===== config.mk =====
export PLATFORM = sky130hd
export DESIGN_NAME = alarm_clock_set_controller
export DESIGN_NICKNAME = d
export VERILOG_FILES = /design/src/rtl/acsc_pkg.sv /design/src/rtl/acsc_core.sv /design/src/rtl/acsc_skid.sv /design/src/rtl/alarm_clock_set_controller.sv
export VERILOG_INCLUDE_DIRS = /design/src /design/src/rtl
export SDC_FILE = /design/constraint.sdc
export NUM_CORES = 1
export LEC_CHECK = 0
export BUFFER_PORTS_ARGS = -buffer_cell sky130_fd_sc_hd__clkbuf_2
export CAP_MARGIN = 20
export CORE_MARGIN = 5
export CORE_UTILIZATION = 55
export CTS_BUF_LIST = sky130_fd_sc_hd__clkbuf_4 sky130_fd_sc_hd__clkbuf_8 sky130_fd_sc_hd__clkbuf_16
export CTS_CLUSTER_DIAMETER = 100
export DETAILED_ROUTE_END_ITERATION = 10
export PLACE_DENSITY = 0.78
export SETUP_SLACK_MARGIN = 0.15
export SLEW_MARGIN = 20
export SYNTH_ARGS = -nofsm -noshare
export SYNTH_HDL_FRONTEND = slang
export SYNTH_HIERARCHICAL = 1
export SYNTH_SLANG_ARGS = --single-unit

===== constraint.sdc =====
create_clock -name clk -period 6.6 [get_ports clk]
set_clock_uncertainty 0.1 [all_clocks]
set_input_delay 0.33 -clock clk [delete_from_list [all_inputs] [get_ports clk]]
set_output_delay 0.33 -clock clk [all_outputs]
set_load 0.005 [all_outputs]

===== src/rtl/alarm_clock_set_controller_assert.svh =====
// Assertion macros used by the skid stage of the alarm clock set controller RTL.
`ifndef ALARM_CLOCK_SET_CONTROLLER_ASSERT_SVH
`define ALARM_CLOCK_SET_CONTROLLER_ASSERT_SVH

// Same-cycle implication, checked at every rising clk edge outside reset.
`define ACSC_ASSERT_IMP(lbl, pre, post) \
    lbl: assert property (@(posedge clk) disable iff (!rst_n) (pre) |-> (post)) \
        else $error("%m: same-cycle check failed");

// Next-cycle implication, checked at every rising clk edge outside reset.
`define ACSC_ASSERT_NXT(lbl, pre, post) \
    lbl: assert property (@(posedge clk) disable iff (!rst_n) (pre) |=> (post)) \
        else $error("%m: next-cycle check failed");

`endif


===== src/rtl/acsc_pkg.sv =====
// Types, codes, constants and BCD helpers of the alarm clock set controller.
`default_nettype none

package acsc_pkg;

    // Display and edit modes
    typedef enum logic [2:0] {
        MODE_UNCONF = 3'd0,
        MODE_SHOW   = 3'd1,
        MODE_TMIN   = 3'd2,
        MODE_THOUR  = 3'd3,
        MODE_AMIN   = 3'd4,
        MODE_AHOUR  = 3'd5
    } acsc_mode_t;

    // Commands to the timekeeper
    typedef enum logic [2:0] {
        CMD_NONE        = 3'd0,
        CMD_WRITE_TIME  = 3'd1,
        CMD_WRITE_ALARM = 3'd2,
        CMD_ARM         = 3'd3,
        CMD_DISARM      = 3'd4,
        CMD_SNOOZE      = 3'd5
    } acsc_cmd_t;

    // Item operations
    typedef enum logic [1:0] {
        OP_KEY   = 2'd0,
        OP_TICK  = 2'd1,
        OP_ALARM = 2'd2,
        OP_NONE  = 2'd3
    } acsc_op_t;

    // Key bit positions in key_levels
    localparam int KEY_ACCEPT    = 0;
    localparam int KEY_CANCEL    = 1;
    localparam int KEY_UP        = 2;
    localparam int KEY_DOWN      = 3;
    localparam int KEY_SET_TIME  = 4;
    localparam int KEY_SET_ALARM = 5;

    // Configuration port
    localparam int CFG_INDEX_W = 2;
    localparam int CFG_DATA_W  = 8;
    localparam logic [CFG_INDEX_W-1:0] CFG_SNOOZE_MINUTES = 2'd0;
    localparam logic [CFG_INDEX_W-1:0] CFG_IDLE_TIMEOUT   = 2'd1;
    localparam logic [CFG_INDEX_W-1:0] CFG_HOLD_SECONDS   = 2'd2;

    localparam logic [5:0] SNOOZE_RESET = 6'd5;
    localparam logic [7:0] IDLE_RESET   = 8'd30;
    localparam logic [3:0] HOLD_RESET   = 4'd3;

    // Digit limits of the minutes and hours pairs
    localparam logic [3:0] MIN_TENS_MAX   = 4'd5;
    localparam logic [3:0] MIN_UNITS_MAX  = 4'd9;
    localparam logic [3:0] HOUR_TENS_MAX  = 4'd2;
    localparam logic [3:0] HOUR_UNITS_MAX = 4'd3;
    localparam logic [5:0] SNOOZE_MAX     = 6'd59;

    typedef struct packed {
        logic [1:0]  operation;
        logic [5:0]  key_levels;
        logic        time_valid;
        logic [15:0] clock_time;
        logic [15:0] alarm_time;
    } acsc_in_t;

    typedef struct packed {
        logic [2:0]  mode;
        logic        alarm_ringing;
        logic [2:0]  command;
        logic [15:0] entry_digits;
    } acsc_out_t;

    typedef struct packed {
        logic [5:0] snooze_minutes;
        logic [7:0] idle_timeout_seconds;
        logic [3:0] hold_seconds;
    } acsc_cfg_t;

    // Step a BCD pair up, wrapping past the limit to zero
    function automatic logic [7:0] bcd_up(input logic [7:0] pair, input logic [3:0] lt,
                                          input logic [3:0] lu);
        logic [3:0] t;
        logic [4:0] u;
        t = pair[7:4];
        u = {1'b0, pair[3:0]} + 5'd1;
        if (t >= lt && u > {1'b0, lu})
        begin
            t = 4'd0;
            u = 5'd0;
        end
        if (u > 5'd9)
        begin
            u = 5'd0;
            t = t + 4'd1;
        end
        return {t, u[3:0]};
    endfunction

    // Step a BCD pair down, wrapping below zero to the limit
    function automatic logic [7:0] bcd_down(input logic [7:0] pair, input logic [3:0] lt,
                                            input logic [3:0] lu);
        logic [3:0] t;
        logic [3:0] u;
        t = pair[7:4];
        u = pair[3:0] - 4'd1;
        if (u > 4'd9)
        begin
            u = 4'd9;
            t = t - 4'd1;
        end
        if (t >= lt && u >= lu)
        begin
            t = lt;
            u = lu;
        end
        return {t, u};
    endfunction

    // Snooze minutes as BCD in the low byte, clamped to 59
    function automatic logic [15:0] snooze_bcd(input logic [5:0] minutes);
        logic [5:0] m;
        logic [3:0] tens;
        logic [5:0] ones;
        m = (minutes > SNOOZE_MAX) ? SNOOZE_MAX : minutes;
        if (m >= 6'd50)
            tens = 4'd5;
        else if (m >= 6'd40)
            tens = 4'd4;
        else if (m >= 6'd30)
            tens = 4'd3;
        else if (m >= 6'd20)
            tens = 4'd2;
        else if (m >= 6'd10)
            tens = 4'd1;
        else
            tens = 4'd0;
        ones = m - ({2'b00, tens} * 6'd10);
        return {8'h00, tens, ones[3:0]};
    endfunction

endpackage

`default_nettype wire


===== src/rtl/acsc_core.sv =====
// Mode machine, key edge detection, entry editing and timers of the set controller.
`default_nettype none

module acsc_core
    import acsc_pkg::*;
(
    input  wire logic      clk,
    input  wire logic      rst_n,
    input  wire logic      take,
    input  wire acsc_in_t  item,
    input  wire acsc_cfg_t cfg,
    output acsc_out_t      result
);

    acsc_mode_t  mode_reg, mode_next;
    logic        ringing_reg, ringing_next;
    logic [15:0] entry_reg, entry_next;
    logic [5:0]  last_keys_reg, last_keys_next;
    logic [7:0]  idle_count_reg, idle_count_next;
    logic        idle_restart_reg, idle_restart_next;
    logic [3:0]  time_hold_reg, time_hold_next;
    logic [3:0]  alarm_hold_reg, alarm_hold_next;
    acsc_cmd_t   cmd;
    logic [5:0]  key_edge;
    logic [3:0]  hold_load;

    assign key_edge  = item.key_levels & ~last_keys_reg;
    assign hold_load = (cfg.hold_seconds != 4'd0) ? cfg.hold_seconds : 4'd1;

    // Work out the next state and the command, in the order keys and timers act
    always_comb
    begin
        mode_next         = mode_reg;
        ringing_next      = ringing_reg;
        entry_next        = entry_reg;
        last_keys_next    = last_keys_reg;
        idle_count_next   = idle_count_reg;
        idle_restart_next = idle_restart_reg;
        time_hold_next    = time_hold_reg;
        alarm_hold_next   = alarm_hold_reg;
        cmd               = CMD_NONE;

        unique case (acsc_op_t'(item.operation))
            OP_KEY:
            begin
                last_keys_next = item.key_levels;

                // Accept: snooze a ringing alarm, else arm in show mode or step the mode machine
                if (key_edge[KEY_ACCEPT])
                begin
                    idle_restart_next = 1'b1;
                    if (ringing_next)
                    begin
                        ringing_next = 1'b0;
                        cmd = CMD_SNOOZE;
                    end
                    else
                    begin
                        unique case (mode_next)
                            MODE_SHOW:  cmd = CMD_ARM;
                            MODE_TMIN:  mode_next = MODE_THOUR;
                            MODE_THOUR:
                            begin
                                cmd = CMD_WRITE_TIME;
                                mode_next = MODE_SHOW;
                            end
                            MODE_AMIN:  mode_next = MODE_AHOUR;
                            MODE_AHOUR:
                            begin
                                cmd = CMD_WRITE_ALARM;
                                mode_next = MODE_SHOW;
                            end
                            default:    ;
                        endcase
                    end
                end

                // Cancel: silence, disarm, or drop the edit
                if (key_edge[KEY_CANCEL])
                begin
                    if (ringing_next)
                        ringing_next = 1'b0;
                    else if (mode_next == MODE_SHOW)
                    begin
                        if (cmd == CMD_NONE)
                            cmd = CMD_DISARM;
                    end
                    else
                    begin
                        entry_next = item.clock_time;
                        mode_next  = item.time_valid ? MODE_SHOW : MODE_UNCONF;
                    end
                end

                // Up and down: adjust the pair being edited
                if (key_edge[KEY_UP])
                begin
                    idle_restart_next = 1'b1;
                    if (mode_next == MODE_TMIN || mode_next == MODE_AMIN)
                        entry_next[7:0] = bcd_up(entry_next[7:0], MIN_TENS_MAX, MIN_UNITS_MAX);
                    else if (mode_next == MODE_THOUR || mode_next == MODE_AHOUR)
                        entry_next[15:8] = bcd_up(entry_next[15:8], HOUR_TENS_MAX,
                                                  HOUR_UNITS_MAX);
                end
                if (key_edge[KEY_DOWN])
                begin
                    idle_restart_next = 1'b1;
                    if (mode_next == MODE_TMIN || mode_next == MODE_AMIN)
                        entry_next[7:0] = bcd_down(entry_next[7:0], MIN_TENS_MAX,
                                                   MIN_UNITS_MAX);
                    else if (mode_next == MODE_THOUR || mode_next == MODE_AHOUR)
                        entry_next[15:8] = bcd_down(entry_next[15:8], HOUR_TENS_MAX,
                                                    HOUR_UNITS_MAX);
                end

                // Set keys: (re)start their hold counts
                if (key_edge[KEY_SET_TIME])
                    time_hold_next = hold_load;
                if (key_edge[KEY_SET_ALARM])
                    alarm_hold_next = hold_load;
            end

            OP_TICK:
            begin
                // Idle counter, firing a cancel on reaching the timeout
                if (mode_next == MODE_UNCONF || mode_next == MODE_SHOW || idle_restart_next)
                begin
                    idle_count_next   = 8'd0;
                    idle_restart_next = 1'b0;
                end
                else if (idle_count_next != 8'hFF)
                begin
                    idle_count_next = idle_count_next + 8'd1;
                    if (idle_count_next == cfg.idle_timeout_seconds)
                    begin
                        if (ringing_next)
                            ringing_next = 1'b0;
                        else
                        begin
                            entry_next = item.clock_time;
                            mode_next  = item.time_valid ? MODE_SHOW : MODE_UNCONF;
                        end
                    end
                end

                // Hold counts: enter set mode if the key is still down
                if (time_hold_next != 4'd0)
                begin
                    time_hold_next = time_hold_next - 4'd1;
                    if (time_hold_next == 4'd0)
                    begin
                        idle_restart_next = 1'b1;
                        if (last_keys_next[KEY_SET_TIME])
                        begin
                            mode_next  = MODE_TMIN;
                            entry_next = item.clock_time;
                        end
                    end
                end
                if (alarm_hold_next != 4'd0)
                begin
                    alarm_hold_next = alarm_hold_next - 4'd1;
                    if (alarm_hold_next == 4'd0)
                    begin
                        idle_restart_next = 1'b1;
                        if (last_keys_next[KEY_SET_ALARM])
                        begin
                            mode_next  = MODE_AMIN;
                            entry_next = item.alarm_time;
                        end
                    end
                end
            end

            OP_ALARM:
                ringing_next = 1'b1;

            OP_NONE:
                ;
        endcase
    end

    // Form the result transaction from the new state
    always_comb
    begin
        result.mode          = mode_next;
        result.alarm_ringing = ringing_next;
        result.command       = cmd;
        if (cmd == CMD_SNOOZE)
            result.entry_digits = snooze_bcd(cfg.snooze_minutes);
        else
            result.entry_digits = entry_next;
    end

    // Commit the state on each accepted transaction
    always_ff @(posedge clk or negedge rst_n)
    begin
        if (!rst_n)
        begin
            mode_reg         <= MODE_UNCONF;
            ringing_reg      <= 1'b0;
            entry_reg        <= 16'd0;
            last_keys_reg    <= 6'd0;
            idle_count_reg   <= 8'd0;
            idle_restart_reg <= 1'b0;
            time_hold_reg    <= 4'd0;
            alarm_hold_reg   <= 4'd0;
        end
        else if (take)
        begin
            mode_reg         <= mode_next;
            ringing_reg      <= ringing_next;
            entry_reg        <= entry_next;
            last_keys_reg    <= last_keys_next;
            idle_count_reg   <= idle_count_next;
            idle_restart_reg <= idle_restart_next;
            time_hold_reg    <= time_hold_next;
            alarm_hold_reg   <= alarm_hold_next;
        end
    end

endmodule

`default_nettype wire


===== src/rtl/acsc_skid.sv =====
// Result register with a skid stage, so input is taken while a result waits.
`default_nettype none

module acsc_skid
    import acsc_pkg::*;
(
    input  wire logic      clk,
    input  wire logic      rst_n,
    input  wire logic      take,
    input  wire acsc_out_t next_result,
    output logic           full,
    output logic           result_valid,
    input  wire logic      result_stall,
    output acsc_out_t      result
);

`include "alarm_clock_set_controller_assert.svh"

    logic      out_valid_reg, out_valid_next;
    logic      skid_valid_reg, skid_valid_next;
    acsc_out_t out_reg;
    acsc_out_t skid_reg;
    logic      out_take;

    assign out_take     = out_valid_reg && !result_stall;
    assign full         = skid_valid_reg;
    assign result_valid = out_valid_reg;
    assign result       = out_reg;

    // Decide where the new transaction lands and when the skid drains
    always_comb
    begin
        out_valid_next  = out_valid_reg;
        skid_valid_next = skid_valid_reg;
        if (take)
        begin
            if (!out_valid_reg || out_take)
                out_valid_next = 1'b1;
            else
                skid_valid_next = 1'b1;
        end
        else if (skid_valid_reg && out_take)
            skid_valid_next = 1'b0;
        else if (out_take)
            out_valid_next = 1'b0;
    end

    // Hold control flags
    always_ff @(posedge clk or negedge rst_n)
    begin
        if (!rst_n)
        begin
            out_valid_reg  <= 1'b0;
            skid_valid_reg <= 1'b0;
        end
        else
        begin
            out_valid_reg  <= out_valid_next;
            skid_valid_reg <= skid_valid_next;
        end
    end

    // Move payload into the output and skid registers
    always_ff @(posedge clk)
    begin
        if (take && (!out_valid_reg || out_take))
            out_reg <= next_result;
        else if (skid_valid_reg && out_take)
            out_reg <= skid_reg;
        if (take && out_valid_reg && !out_take)
            skid_reg <= next_result;
    end

    `ACSC_ASSERT_IMP(a_skid_implies_out, skid_valid_reg, out_valid_reg)
    `ACSC_ASSERT_NXT(a_blocked_goes_to_skid, take && out_valid_reg && !out_take, skid_valid_reg)
    `ACSC_ASSERT_NXT(a_skid_drains, skid_valid_reg && out_take, !skid_valid_reg && out_valid_reg)

endmodule

`default_nettype wire


===== src/rtl/alarm_clock_set_controller.sv =====
// Top level of the alarm clock set controller: configuration registers and channels.
`default_nettype none

// Set controller of a digital alarm clock. Each item (key sample, one-second
// tick or alarm-fired event) yields exactly one result transaction, registered
// in the result register or, while that is held, in the skid register. One item
// per cycle is sustained while item_stall is low; the rate is set by the
// single-pass next-state logic feeding the result register. A skid stage behind
// the result register keeps the input open while one result waits: item_stall
// rises only when two results are held. Configuration writes (snooze minutes,
// idle timeout, hold seconds) are to be made while no result is outstanding.
module alarm_clock_set_controller
    import acsc_pkg::*;
(
    input  wire logic                   clk,
    input  wire logic                   rst_n,
    input  wire logic                   item_valid,
    output logic                        item_stall,
    input  wire acsc_in_t               item,
    output logic                        result_valid,
    input  wire logic                   result_stall,
    output acsc_out_t                   result,
    input  wire logic                   cfg_write,
    input  wire logic [CFG_INDEX_W-1:0] cfg_index,
    input  wire logic [CFG_DATA_W-1:0]  cfg_data
);

    acsc_cfg_t cfg_reg;
    acsc_out_t next_result;
    logic      take;
    logic      full;

    assign take       = item_valid && !full;
    assign item_stall = full;

    // Hold configuration registers
    always_ff @(posedge clk or negedge rst_n)
    begin
        if (!rst_n)
        begin
            cfg_reg.snooze_minutes       <= SNOOZE_RESET;
            cfg_reg.idle_timeout_seconds <= IDLE_RESET;
            cfg_reg.hold_seconds         <= HOLD_RESET;
        end
        else if (cfg_write)
        begin
            unique case (cfg_index)
                CFG_SNOOZE_MINUTES: cfg_reg.snooze_minutes       <= cfg_data[5:0];
                CFG_IDLE_TIMEOUT:   cfg_reg.idle_timeout_seconds <= cfg_data;
                CFG_HOLD_SECONDS:   cfg_reg.hold_seconds         <= cfg_data[3:0];
                default:            ;
            endcase
        end
    end

    acsc_core u_core (
        .clk    (clk),
        .rst_n  (rst_n),
        .take   (take),
        .item   (item),
        .cfg    (cfg_reg),
        .result (next_result)
    );

    acsc_skid u_skid (
        .clk          (clk),
        .rst_n        (rst_n),
        .take         (take),
        .next_result  (next_result),
        .full         (full),
        .result_valid (result_valid),
        .result_stall (result_stall),
        .result       (result)
    );

endmodule

`default_nettype wire

==> run summary, run 1 <==
In the routed layout, each cell is associated on average with a via count of 6.60. For the source-to-sink clock delay at the later pin of the worst-skew pair, the log shows 350 ps. Leaving out filler cells and counting taps, the final layout contains 1172. Clock tree synthesis found a total of 109 sinks. The run gives 905 as the cell count after synthesis. The logs give 0 for the number of endpoints with negative hold slack in the final report and 14600 um2 for the core area. For the antenna diode count, the log shows 0. STA classifies the critical path endpoint as a flip-flop. The global-route total usage across every layer was 26.9%; the area growth from synthesis to layout was 12.5%. The transition time at the pin with the least slew margin works out to 925 ps. Derived from the worst setup path, the maximum achievable clock frequency is 0.161 GHz. The final layout contains routed wiring with a total length of 24300 um.

The clock root buffer is clkbuf_16. HPWL after detailed placement: 18200 um. Among all stages on the critical path, the largest delay is contributed by dfrtp_2. The routability congestion estimate was 0.997. Yosys printed 6 warnings. The tools report the worst path required time as 6720 ps. The area used by multi-input combinational logic came out at 5070 um2. The worst path meets setup with 374 ps of slack.

The number of design rule violations left after detail routing was 0; the sequential area share after synthesis was 35.8%. After detailed routing, the average wire length per cell comes to 20.8 um. The pin count of the biggest net entering global routing came out at 64. The tools report the number of standard-cell rows in the floorplan as 44. Setup repair after global routing could not meet its margin everywhere. In the final design database the tool counted 1060 nets. The data arrival time at the worst-slack endpoint was 6340 ps; the maximum single-stage delay on the critical path was 470 ps.

The number of enable-type register cells in the synthesized netlist was 46. The post-route netlist has 23.4% of its cells at a drive strength greater than 1. Buffers placed on the I/O ports in this run total 80. Prior to clock tree synthesis, the placed netlist has a worst setup slack of 259 ps. The number of distinct library cell variants in the gate-level netlist after synthesis was 97; the largest fanout on the critical path was 8. The run gives 1151 as the instance count after placement with tap cells included. In this run the count of I/O pins placed on the die edge is 81.

The violation count after the first detailed-route iteration came out at 972. The tools report the startpoint type of the worst setup path as a flip-flop. The initial cell density of the core is 56.6%.

Across the run, the number of max-cap violations was 0. The class of the most critical setup path was flip-flop to flip-flop. The number of global-route vias before repair was 7294; the final period demand of the worst path was 6230 ps.

Counting flops and latches in the post-synthesis netlist gives 109. Summing over every cut layer, the via total after detailed routing is 7739. The floorplan step set the die width to 133 um.

From bottom edge to top edge, the die measures 133 um. The floorplan step defined a die boundary enclosing 17600 um2. Global routing finished with a remaining overflow of 0. For this design the ratio of total power to cell area is 473 nW/um2. The peak ir drop on the vdd network was 0.275 mV.

The average size of a mapped cell is 9.16 um2. No sink is reached through more buffers than the 2 on the longest clock path. Headroom to the max-slew limit came out at 37.9%. The first global-routing pass estimated 38600 um of wire.

The number of CTS-inserted buffers is 9. The run gives 6 as the iteration count of the initial detailed-routing pass. The min-delay analysis places its worst path in the category input pin to asynchronous set/reset pin.

The share of async-settable or async-resettable flops after synthesis came out at 57.8%. Sequential cell area in the final layout: 2970 um2. The most used flip-flop cell after synthesis is dfrtp_1. Setup violations remaining at the end of the flow were counted as 0. After filler insertion, the fill cell instance count of the layout stands at 1204. Clock-pin slew was measured on the worst setup and hold paths at 70 ps. The depth of the worst register-to-register path was 25. The cell area after technology mapping is 8290 um2.

TritonCTS built the clock tree. The total leakage power is 3.74 nW, and the number of antenna violations at the first check in global routing is 0. The flow ran to the end, and the final reports show no timing, DRC or antenna violations. Setup total negative slack on the finished layout was measured at 0 ps. The logs give 0 for the count of final max-slew check failures and 982 for the post-synth net total. The remaining antenna violation count after routing was 0; the H-tree depth was 3. Dividing the final minimum period by the clock period gives 94.3%.
-- timing repair --
item | 4_1_cts | 5_1_grt
resized for setup | 0 | 15
setup endpoints to repair | 0 | 20
hold buffers | 0 | 0
buffers inserted | 0 | 5
-- logic make-up (layout without fill, tap and decap cells) --
logic type	count (synthesis)	in the layout	share of synthesized area, %
xor+xnor	35	35	3.92
mux	69	69	9.14
fa+ha+maj	22	22	3.38
compound gates	310	310	26.4
buf+inv	76	159	3.95
simple gates	284	284	17.4
flops	109	109	35.8
-- path summary, 6_finish.rpt --
kind                                                      from                                   end  slack, ps
max in group asynchronous                                rst_n   u_core/last_keys_reg[0]$_DFFE_PN0P_       5750
hold reg to reg            u_core/last_keys_reg[2]$_DFFE_PN0P_   u_core/last_keys_reg[2]$_DFFE_PN0P_        400
setup reg to reg           u_core/last_keys_reg[0]$_DFFE_PN0P_            u_skid/result[9]$_DFFE_PP_        370
min in group clk                                   cfg_data[6]               cfg_reg[10]$_DFFE_PN0P_        120
hold / removal                                           rst_n  u_core/idle_count_reg[2]$_DFFE_PN0P_         60
setup / recovery           u_core/last_keys_reg[0]$_DFFE_PN0P_            u_skid/result[9]$_DFFE_PP_        370
-- power by group --
part | switching (mW) | total (mW) | internal (mW) | leakage, nW
Combinational | 1.60 | 2.68 | 1.09 | 2.39
Sequential | 0.225 | 1.19 | 0.968 | 1.20
Clock | 0.237 | 0.539 | 0.302 | 0.148
-- cells in the final DEF, fill, tap and decap left out, types with 14 or more instances in the layout --
| cell | synthesis | layout |
|---|---|---|
| ha_1 | 20 | 18 |
| xnor2_1 | 19 | 19 |
| nor2_1 | 74 | 74 |
| clkbuf_2 | 0 | 79 |
| edfxtp_1 | 46 | 46 |
| dfrtp_1 | 55 | 54 |
| o21ai_0 | 69 | 68 |
| nand3_1 | 28 | 28 |
| nand2_1 | 78 | 78 |
| inv_1 | 32 | 32 |
| buf_4 | 1 | 30 |
| mux2_2 | 47 | 47 |
| mux2i_1 | 20 | 19 |
| nand2b_1 | 14 | 14 |
| a21oi_1 | 61 | 60 |
| xor2_1 | 15 | 15 |
| nor3_1 | 22 | 21 |
-- synthesized netlist by cell type (9+ instances only) --
| cell | n | share of area, % |
|---|---|---|
| nand2_1 | 78 | 3.5 |
| nor2_1 | 74 | 3.3 |
| o21ai_0 | 69 | 4.2 |
| a21oi_1 | 61 | 3.7 |
| dfrtp_1 | 55 | 17 |
| mux2_2 | 47 | 6.4 |
| edfxtp_1 | 46 | 17 |
| inv_1 | 32 | 1.4 |
| clkbuf_1 | 29 | 1.3 |
| nand3_1 | 28 | 1.7 |
| nor3_1 | 22 | 1.3 |
| ha_1 | 20 | 3.0 |
| mux2i_1 | 20 | 2.4 |
| xnor2_1 | 19 | 2.0 |
| xor2_1 | 15 | 1.6 |
| a211oi_1 | 14 | 1.3 |
| nand2b_1 | 14 | 1.1 |
| a22oi_1 | 13 | 1.2 |
| a31oi_1 | 12 | 0.91 |
| a22o_1 | 11 | 1.2 |
| nor2b_1 | 11 | 0.83 |
| o211ai_1 | 10 | 0.91 |
| and3_1 | 9 | 0.68 |
-- metrics by stage --
step / power, mW / hold WS, ps / utilization [%] / instance area, um2
after global routing: 4.71 / 116 / 63.7 / 9330
after detailed placement: 3.73 / 390 / 60.9 / 8920
after CTS: 4.28 / 87.8 / 62.9 / 9210
after global placement: 3.70 / 379 / 60.9 / 8920
final: 4.41 / 64.3 / 63.7 / 9330
after floorplan: 3.03 / -65.6 / - / 8290
-- layout make-up --
cell class	count	share of cell area [%]
Multi-Input combinational cell	720	54.3
Sequential cell	109	31.8
Timing Repair Buffer	111	6.92
Clock buffer	11	2.58
Tap cell	184	2.47
Inverter	32	1.29
Clock inverter	5	0.563
-- layer usage --
metal,share of wire (%),global-route usage [%]
met1,43,36.2
met2,47,43.5
met3,7.3,4.75
met4,3.3,9.99
met5,0,0
-- worst max-delay path: cells and delay by family (launching register included) --
| kind | cells | cell delay [ps] |
|---|---|---|
| compound gates | 10 | 2600 |
| fa+ha+maj | 2 | 610 |
| simple gates | 8 | 1370 |
| flops | 1 | 470 |
| mux | 3 | 690 |
| buf+inv | 2 | 240 |
Power figures use the tool's default switching activity.
==> run 2, diff against run 1 <==
Settings changed: ABC_AREA from default to 1, CORE_UTILIZATION 55 to 54, PLACE_DENSITY 0.78 to 0.77.
Clock period 6.6 ns to 5.7 ns, I/O delays scaled along.
==> run summary, run 2 <==
The run finished with clean final reports. The number of distinct library cell variants in the gate-level netlist after synthesis is 59 (-39%), and the iteration count of the initial detailed-routing pass is 5 (-1). The tools report the post-synth net total as 1124 (+14%).

The run gives 785 ps (+526 ps) as the worst setup slack after placement. Type of the worst min-delay path: input pin to asynchronous set/reset pin. For the H-tree depth, the log shows 3 (unchanged). For the count of final max-slew check failures, the log shows 0 (unchanged). The run gives 41.4% (-2.1 points) as the met2 usage. The kind of end point of the critical path is a flip-flop. The total congestion overflow after global routing is 0 (unchanged), and the detailed-route wire length per cell is 16.1 um (-22%).

The tree is rooted in a clkbuf_16. Share of layout cells above drive strength 1: 18.3% (-5.0 points). The number of filler instances in the final layout is 1299 (+7.9%), and the largest fanout on the critical path is 31 (+23). The final number of setup-violating endpoints came out at 0 (unchanged).

The run gives 2970 um2 (about the same) as the sequential cell area in the final layout. The remaining antenna violation count after routing was 0 (unchanged); the sequential area share after synthesis was 38.1% (+2.4 points). Top cell type's share of synthesized area: 17.8% (+1.1 points).

The routability congestion estimate was 0.983 (-1.4%); the area growth from synthesis to layout was 10.6%. The area used by multi-input combinational logic is 4150 um2 (-18%). Y dimension of the die: 130 um (-2.1%). The core area is 14000 um2 (-4.5%), and the initial cell density of the core is 55.6% (-1.0 points). The full die area came out at 16900 um2 (-4.1%).

The most used flip-flop cell after synthesis is dfrtp_1. The number of design rule violations left after detail routing was 0 (unchanged). The maximum single-stage delay on the critical path is 370 ps (-100 ps). Ranked by total cell area, the synthesized netlist is headed by edfxtp_1 (18%), dfrtp_1 (18%), nand2_1 (15%). The tools report the source-to-sink clock delay at the later pin of the worst-skew pair as 360 ps (about the same). The share of async-settable or async-resettable flops after synthesis was 57.8% (unchanged); the headroom to the max-slew limit was 26.9% (-11 points). The post-synthesis cell type with the largest combined area is edfxtp_1. The global-route total usage across every layer is 25.5% (-1.4 points). The logs give 15800 um (-14%) for the HPWL after detailed placement and 5000 ps (-1340 ps) for the data arrival time at the worst-slack endpoint.

The logs give 0 (unchanged) for the number of buffers inserted by hold repair at cts and 64 (unchanged) for the pin count of the biggest net entering global routing. The tools report the violation count after the first detailed-route iteration as 772 (-21%). Max-cap check violation count: 0 (unchanged). In the layout the commonest cells are nand2_1 (311), inv_1 (113), nand3_1 (88). The cell that appears most often on the critical path is nand2_1.

The transition time at the pin with the least slew margin was 1090 ps (+168 ps); the total wire length after detailed routing was 21000 um (-14%). The via total after detailed routing is 7387 (-4.5%). The class of the most critical setup path is flip-flop to flip-flop. The routing usage on met3 is 4.42% (-0.32 points), and the depth of the worst register-to-register path is 34 (+36%). TritonCTS built the clock tree.

The number of gates resized after CTS came out at 0 (unchanged). In the synthesized netlist, the cells that appear most often are nand2_1 (311), inv_1 (113), nand3_1 (88). The largest buffer count on any clock path is 2 (unchanged), and the via-per-instance ratio is 5.69 (-14%). The tools report the cell area after technology mapping as 7780 um2 (-6.2%). The worst register-to-register path begins at u_core/last_keys_reg[0]$_DFFE_PN0P_. Worst-case register-to-register setup slack: 720 ps (+350 ps). Yosys instantiated no cell more often than nand2_1. The fraction of the cycle the final worst path needs was 87.3% (-7.0 points); the clock transition at the registers of the reported paths was 80 ps (about the same). Setup repair after global routing left no endpoint under its margin. The run gives 723 ps (+349 ps) as the post-layout worst setup margin. The average size of a mapped cell was 7.43 um2 (-19%); the number of CTS-inserted buffers was 9 (unchanged). The post-CTS setup-driven buffer insertion count is 0 (unchanged), and the antenna diode count is 0 (unchanged). The clock sink count is 109 (unchanged). The endpoint identified for the worst register-to-register timing path is u_skid/result[4]$_DFFE_PP_.

Total negative slack: 0 ps (unchanged). The number of endpoints with negative hold slack in the final report is 0 (unchanged). The number of enable-type register cells in the synthesized netlist works out to 46 (unchanged). Leaving out fill and tap cells, the most frequent cell in the layout is nand2_1. The count of buffers inserted at the top-level ports is 80 (unchanged). The die span in x came out at 130 um (-2.1%).

The largest individual stage delay along the critical path comes from the cell dfrtp_1. The count of nets after finishing was 1190 (+12%); the number of antenna violations at the first check in global routing was 0 (unchanged). The number of standard-cell rows in the floorplan was 43 (-2.3%); the worst path required time was 5720 ps (-1000 ps). The global routing stage identified its most utilized layer as met2. The cell count after synthesis is 1047 (+16%), and the wire length of the first global-routing pass is 34100 um (-12%). The startpoint type of the worst setup path was a flip-flop.

The peak ir drop on the vdd network is 0.317 mV (+15%), and the ratio of total power to cell area is 537 nW/um2 (+14%). The tools report the met1 layer usage reported by global route as 33.8% (-2.4 points). The total leakage power is 4.19 nW (+12%). The number of synthesized register bits came out at 109 (unchanged). The maximum frequency from static timing analysis is 0.201 GHz (+25%), and the total I/O pin count is 81 (unchanged).

The number of global-route vias before repair is 6951 (-4.7%), and the count of yosys warnings during synthesis is 6 (unchanged). The final period demand of the worst path came out at 4980 ps (-1250 ps).
[run 2: cell types whose count changed in the layout (fill, tap and decap cells not counted), sizes merged, moves of 12 or more]
cell	change
nand2	+261
inv	+98
nand3	+74
mux2	-48
buf	-26
mux2i	-21
a21oi	-18
nand4	+17
a211oi	-16
nand2b	-15
xnor2	-13
nor3	-12
[run 2: cells by family (layout without fill, tap and decap cells)]
| family | Yosys count | after routing | synth area share [%] |
|---|---|---|---|
| buffers and inverters | 162 | 233 | 8.76 |
| AOI/OAI and AO/OA | 180 | 180 | 14.4 |
| adders and majority gates | 21 | 21 | 3.47 |
| xor gates and xnor gates | 20 | 20 | 2.35 |
| and+or+nand+nor | 555 | 555 | 32.8 |
| DFF | 109 | 109 | 38.1 |
[run 2: worst max-delay path by stage]
stage | startpoint | endpoint | slack (ps)
after CTS | u_core/last_keys_reg[0]$_DFFE_PN0P_ | u_skid/result[4]$_DFFE_PP_ | 780
after global routing | u_core/last_keys_reg[0]$_DFFE_PN0P_ | u_skid/result[4]$_DFFE_PP_ | 230
after detailed placement | item[33] | u_skid/result[4]$_DFFE_PP_ | 790
after floorplan | u_core/last_keys_reg[0]$_DFFE_PN0P_ | u_skid/result[4]$_DFFE_PP_ | 1530
after global placement | item[33] | u_skid/result[7]$_DFFE_PP_ | 880
final | u_core/last_keys_reg[0]$_DFFE_PN0P_ | u_skid/result[4]$_DFFE_PP_ | 720
[run 2: per-stage QoR]
stage	hold slack [ps]	cell area (um2)	std cells	power (mW)	util [%]
global route	67.1	8600	1298	5.03	61.5
floorplan	-111	7780	1047	3.28	-
CTS	27.0	8600	1297	4.60	61.5
detailed placement	354	8280	1281	3.91	59.2
finish	12.7	8600	1298	4.62	61.5
global placement	354	8270	1281	3.85	59.1
[run 2: cell type report]
type                       count  area share (%)
tap                          180            2.62
inverter                     131            5.76
multi-input combinational    776            48.2
timing repair buffer          86            5.18
sequential                   109            34.5
clock buffer                   9            2.62
clock inverter                 7            1.12
[run 2: where the power goes]
group	switching (mW)	total, mW	internal [mW]
registers	0.160	1.28	1.12
clock network	0.295	0.682	0.387
logic	1.80	2.66	0.859
[run 2: critical path: cells and delay by family (launching register included)]
kind	cells	cell delay [ps]
and+or+nand+nor	27	3010
adders and majority gates	2	550
AOI/OAI and AO/OA	2	450
DFF	1	370
buffers and inverters	3	250
[run 2: routing by layer]
metal	routed length, um	up-vias
met3	1670	50
met5	0	-
met1	8820	3391
met4	729	0
li1	-	3605
met2	9750	341
==> run 3, diff against run 2 <==
Settings changed: CORE_MARGIN 5 to 2, GPL_TIMING_DRIVEN from default to 0, SYNTH_HIERARCHICAL 1 to default.
==> run summary, run 3 <==
The antenna diode count was 0 (unchanged). Maximum single-stage delay on the critical path: 440 ps (+70 ps). The startpoint type of the worst setup path is a flip-flop. The largest buffer count on any clock path is 2 (unchanged), and the final hold slack is 64.8 ps (+52.2 ps). The root buffer cell chosen for the clock tree is clkbuf_16. The total negative slack is 0 ps (unchanged), and the share of layout cells above drive strength 1 is 16.5% (-1.8 points). For the worst path required time, the log shows 5710 ps (about the same). The via total after detailed routing is 7605 (+3.0%), and the ratio of total power to cell area is 548 nW/um2 (+2.0%). Max-cap check violation count: 0 (unchanged). The library cell used most frequently in the layout, excluding fill and tap cells, is nand2_1.

The slowest cell on the critical path was dfrtp_1. The iteration count of the initial detailed-routing pass is 5 (unchanged), and the sequential cell area in the final layout is 2970 um2 (unchanged). The count of buffers inserted at the top-level ports was 80 (unchanged); the cell count after synthesis was 1070 (+2.2%).

The peak ir drop on the vdd network was 0.263 mV (-17%). Total leakage power: 4.29 nW (+2.2%). The largest fanout on the critical path is 10 (-68%). The detailed-route wire length per cell works out to 16.2 um (+0.62%).

The global-route total usage across every layer is 28.3% (+2.8 points). The number of synthesized register bits came out at 109 (unchanged). The worst setup path is captured at a flip-flop. The share of async-settable or async-resettable flops after synthesis came out at 57.8% (unchanged).

Leaving out fill and tap cells, the most frequent cells in the layout are nand2_1 (306), inv_1 (134), clkbuf_2 (79). The area growth from synthesis to layout is 12.6%. The total congestion overflow after global routing is 0 (unchanged). The via-per-instance ratio is 5.63 (-1.2%), and the number of global-route vias before repair is 7124 (+2.5%). For the sequential area share after synthesis, the log shows 37.9% (-0.24 points).

The run gives 43.4% (+16 points) as the headroom to the max-slew limit. The top cell type's share of synthesized area is 17.6% (-0.11 points). The logs give 0 (unchanged) for the number of antenna violations at the first check in global routing and 0 (unchanged) for the count of final max-slew check failures.

The number of standard-cell rows in the floorplan is 44 (+2.3%). The HPWL after detailed placement is 16800 um (+6.8%). The wire length of the first global-routing pass is 35400 um (+3.9%). The count of nets after finishing was 1239 (+4.1%); the final period demand of the worst path was 4760 ps (-220 ps). The number of design rule violations left after detail routing was 0 (unchanged). The tightest min-delay check is of the input pin to flip-flop type.

The cell area after technology mapping came out at 7830 um2 (+0.63%). The logs give 1342 (+3.3%) for the number of filler instances in the final layout and 823 (+6.6%) for the violation count after the first detailed-route iteration. The most common cell in the synthesized netlist is nand2_1. The logs give 0 (unchanged) for the number of endpoints with negative hold slack in the final report and 14400 um2 (+2.7%) for the core area. The number of enable-type register cells in the synthesized netlist works out to 46 (unchanged). The number of gates resized after CTS came out at 0 (unchanged). Setup repair after global routing left no endpoint under its margin. The most numerous cell type found on the critical path is nand2_1.

The post-synthesis cell type with the largest combined area is edfxtp_1. For the post-CTS setup-driven buffer insertion count, the log shows 0 (unchanged). The critical path in this run is classified as flip-flop to flip-flop. Ranked by instance count, the synthesized netlist is headed by nand2_1 (306), inv_1 (133), nand3_1 (76). The total I/O pin count is 81 (unchanged), and the y dimension of the die is 124 um (-4.3%).

Maximum frequency from static timing analysis: 0.210 GHz (+4.6%). The initial cell density of the core is 54.5% (-1.1 points), and the area used by multi-input combinational logic is 4170 um2 (+0.39%). TritonCTS built the clock tree.

The run finished with clean final reports. For the routability congestion estimate, the log shows 0.956 (-2.7%). By area the synthesized netlist is led by edfxtp_1 (18%), dfrtp_1 (18%), nand2_1 (15%). The data arrival time at the worst-slack endpoint came out at 4760 ps (-240 ps). The count of yosys warnings during synthesis was 0 (-6). The run gives 350 ps (about the same) as the source-to-sink clock delay at the later pin of the worst-skew pair.

The tools report the number of distinct library cell variants in the gate-level netlist after synthesis as 56 (-5.1%). The remaining antenna violation count after routing came out at 0 (unchanged). The number of standard cells in the final layout excluding fillers is 1352 (+4.2%), and the average size of a mapped cell is 7.32 um2 (-1.5%).

The tools report the pin count of the biggest net entering global routing as 53 (-17%). The die span in x is 124 um (-4.3%). The transition time at the pin with the least slew margin is 844 ps (-249 ps).

The most used flip-flop cell after synthesis was dfrtp_1. The post-synth net total is 1146 (+2.0%), and the total wire length after detailed routing is 22000 um (+4.8%). The clock transition at the registers of the reported paths is 70 ps (about the same), and the overall power after layout is 4.83 mW (+4.6%). The logs give 1335 (+4.2%) for the instance count after placement with tap cells included and 9 (unchanged) for the number of CTS-inserted buffers.

The final number of setup-violating endpoints was 0 (unchanged); the clock sink count was 109 (unchanged). The run gives 15500 um2 (-8.5%) as the full die area. The run gives 3 (unchanged) as the H-tree depth. The fraction of the cycle the final worst path needs is 83.5% (-3.9 points).
## run 3: cell types whose count changed after synthesis, moves of 5 or more
cell / delta
o211ai_1: +16
clkbuf_1: +5
nand4_1: -5
a22oi_1: -8
o21ai_1: +9
a21oi_1: +17
inv_2: -5
nand3_1: -12
nand2_1: -5
o21ai_0: +11
nor2_2: -5
inv_1: +20
## run 3: critical path: cells and delay by family, from the launching register on
family,cells,cell delay [ps]
AOI/OAI and AO/OA,2,240
adders and majority gates,2,470
buffers and inverters,5,420
DFF,1,440
and+or+nand+nor,27,2870
## run 3: final cells by class
cell class / count / area share [%]
Multi-Input combinational cell: 783 / 47.2
Clock buffer: 13 / 3.16
Inverter: 148 / 6.33
Clock inverter: 3 / 0.227
Sequential cell: 109 / 33.7
Buffer: 30 / 1.77
Timing Repair Buffer: 82 / 5.00
Tap cell: 184 / 2.61
## run 3: logic make-up (layout without fill, tap and decap cells)
group / Yosys count / in the layout / share of synthesized area [%]
and+or+nand+nor: 530 / 530 / 30.7
muxes: 2 / 2 / 0.288
xor gates and xnor gates: 16 / 16 / 1.79
DFF: 109 / 109 / 37.9
adders and majority gates: 20 / 20 / 3.29
buffers and inverters: 178 / 276 / 9.13
AOI/OAI and AO/OA: 215 / 215 / 16.9
## run 3: metal layers
layer / share of wire [%] / vias up / global-route usage [%]
li1: - / 3720 / -
met1: 43 / 3492 / 37.4
met2: 46 / 339 / 45.5
met3: 8.0 / 54 / 6.40
met4: 3.5 / 0 / 10.9
met5: 0 / - / 0
## run 3: worst paths after layout
path,end,slack [ps],cells past startpoint,startpoint
max,u_skid.result[8]$_DFFE_PP_,940,36,u_core.mode_reg[1]$_DFFE_PN0P_
min,cfg_reg[10]$_DFFE_PN0P_,60,2,cfg_data[6]
max reg2reg,u_skid.result[8]$_DFFE_PP_,940,36,u_core.mode_reg[1]$_DFFE_PN0P_
min reg2reg,u_core.last_keys_reg[3]$_DFFE_PN0P_,390,2,u_core.last_keys_reg[3]$_DFFE_PN0P_
max in group asynchronous,cfg_reg[6]$_DFFE_PN1P_,4640,3,rst_n
min in group asynchronous,u_core.entry_reg[8]$_DFFE_PN0P_,260,2,rst_n
## run 3: power by group
part	internal [mW]	switching, mW
registers	1.13	0.148
clock network	0.345	0.280
logic	0.976	1.96
total	2.45	2.39
## run 3: what timing repair did
item | CTS | global route
endpoints found under the setup margin | 0 | 0
hold buffers | 1 | 0
hold endpoints to repair | 11 | 0
## run 3: per-stage QoR
| stage | setup slack (ps) | utilization [%] | cell area (um2) |
|---|---|---|---|
| floorplan | 1780 | - | 7830 |
| global placement | 1140 | 58.9 | 8460 |
| detailed placement | 1080 | 59.2 | 8510 |
| CTS | 1040 | 61.4 | 8820 |
| global route | 570 | 61.4 | 8820 |
| finish | 942 | 61.4 | 8820 |
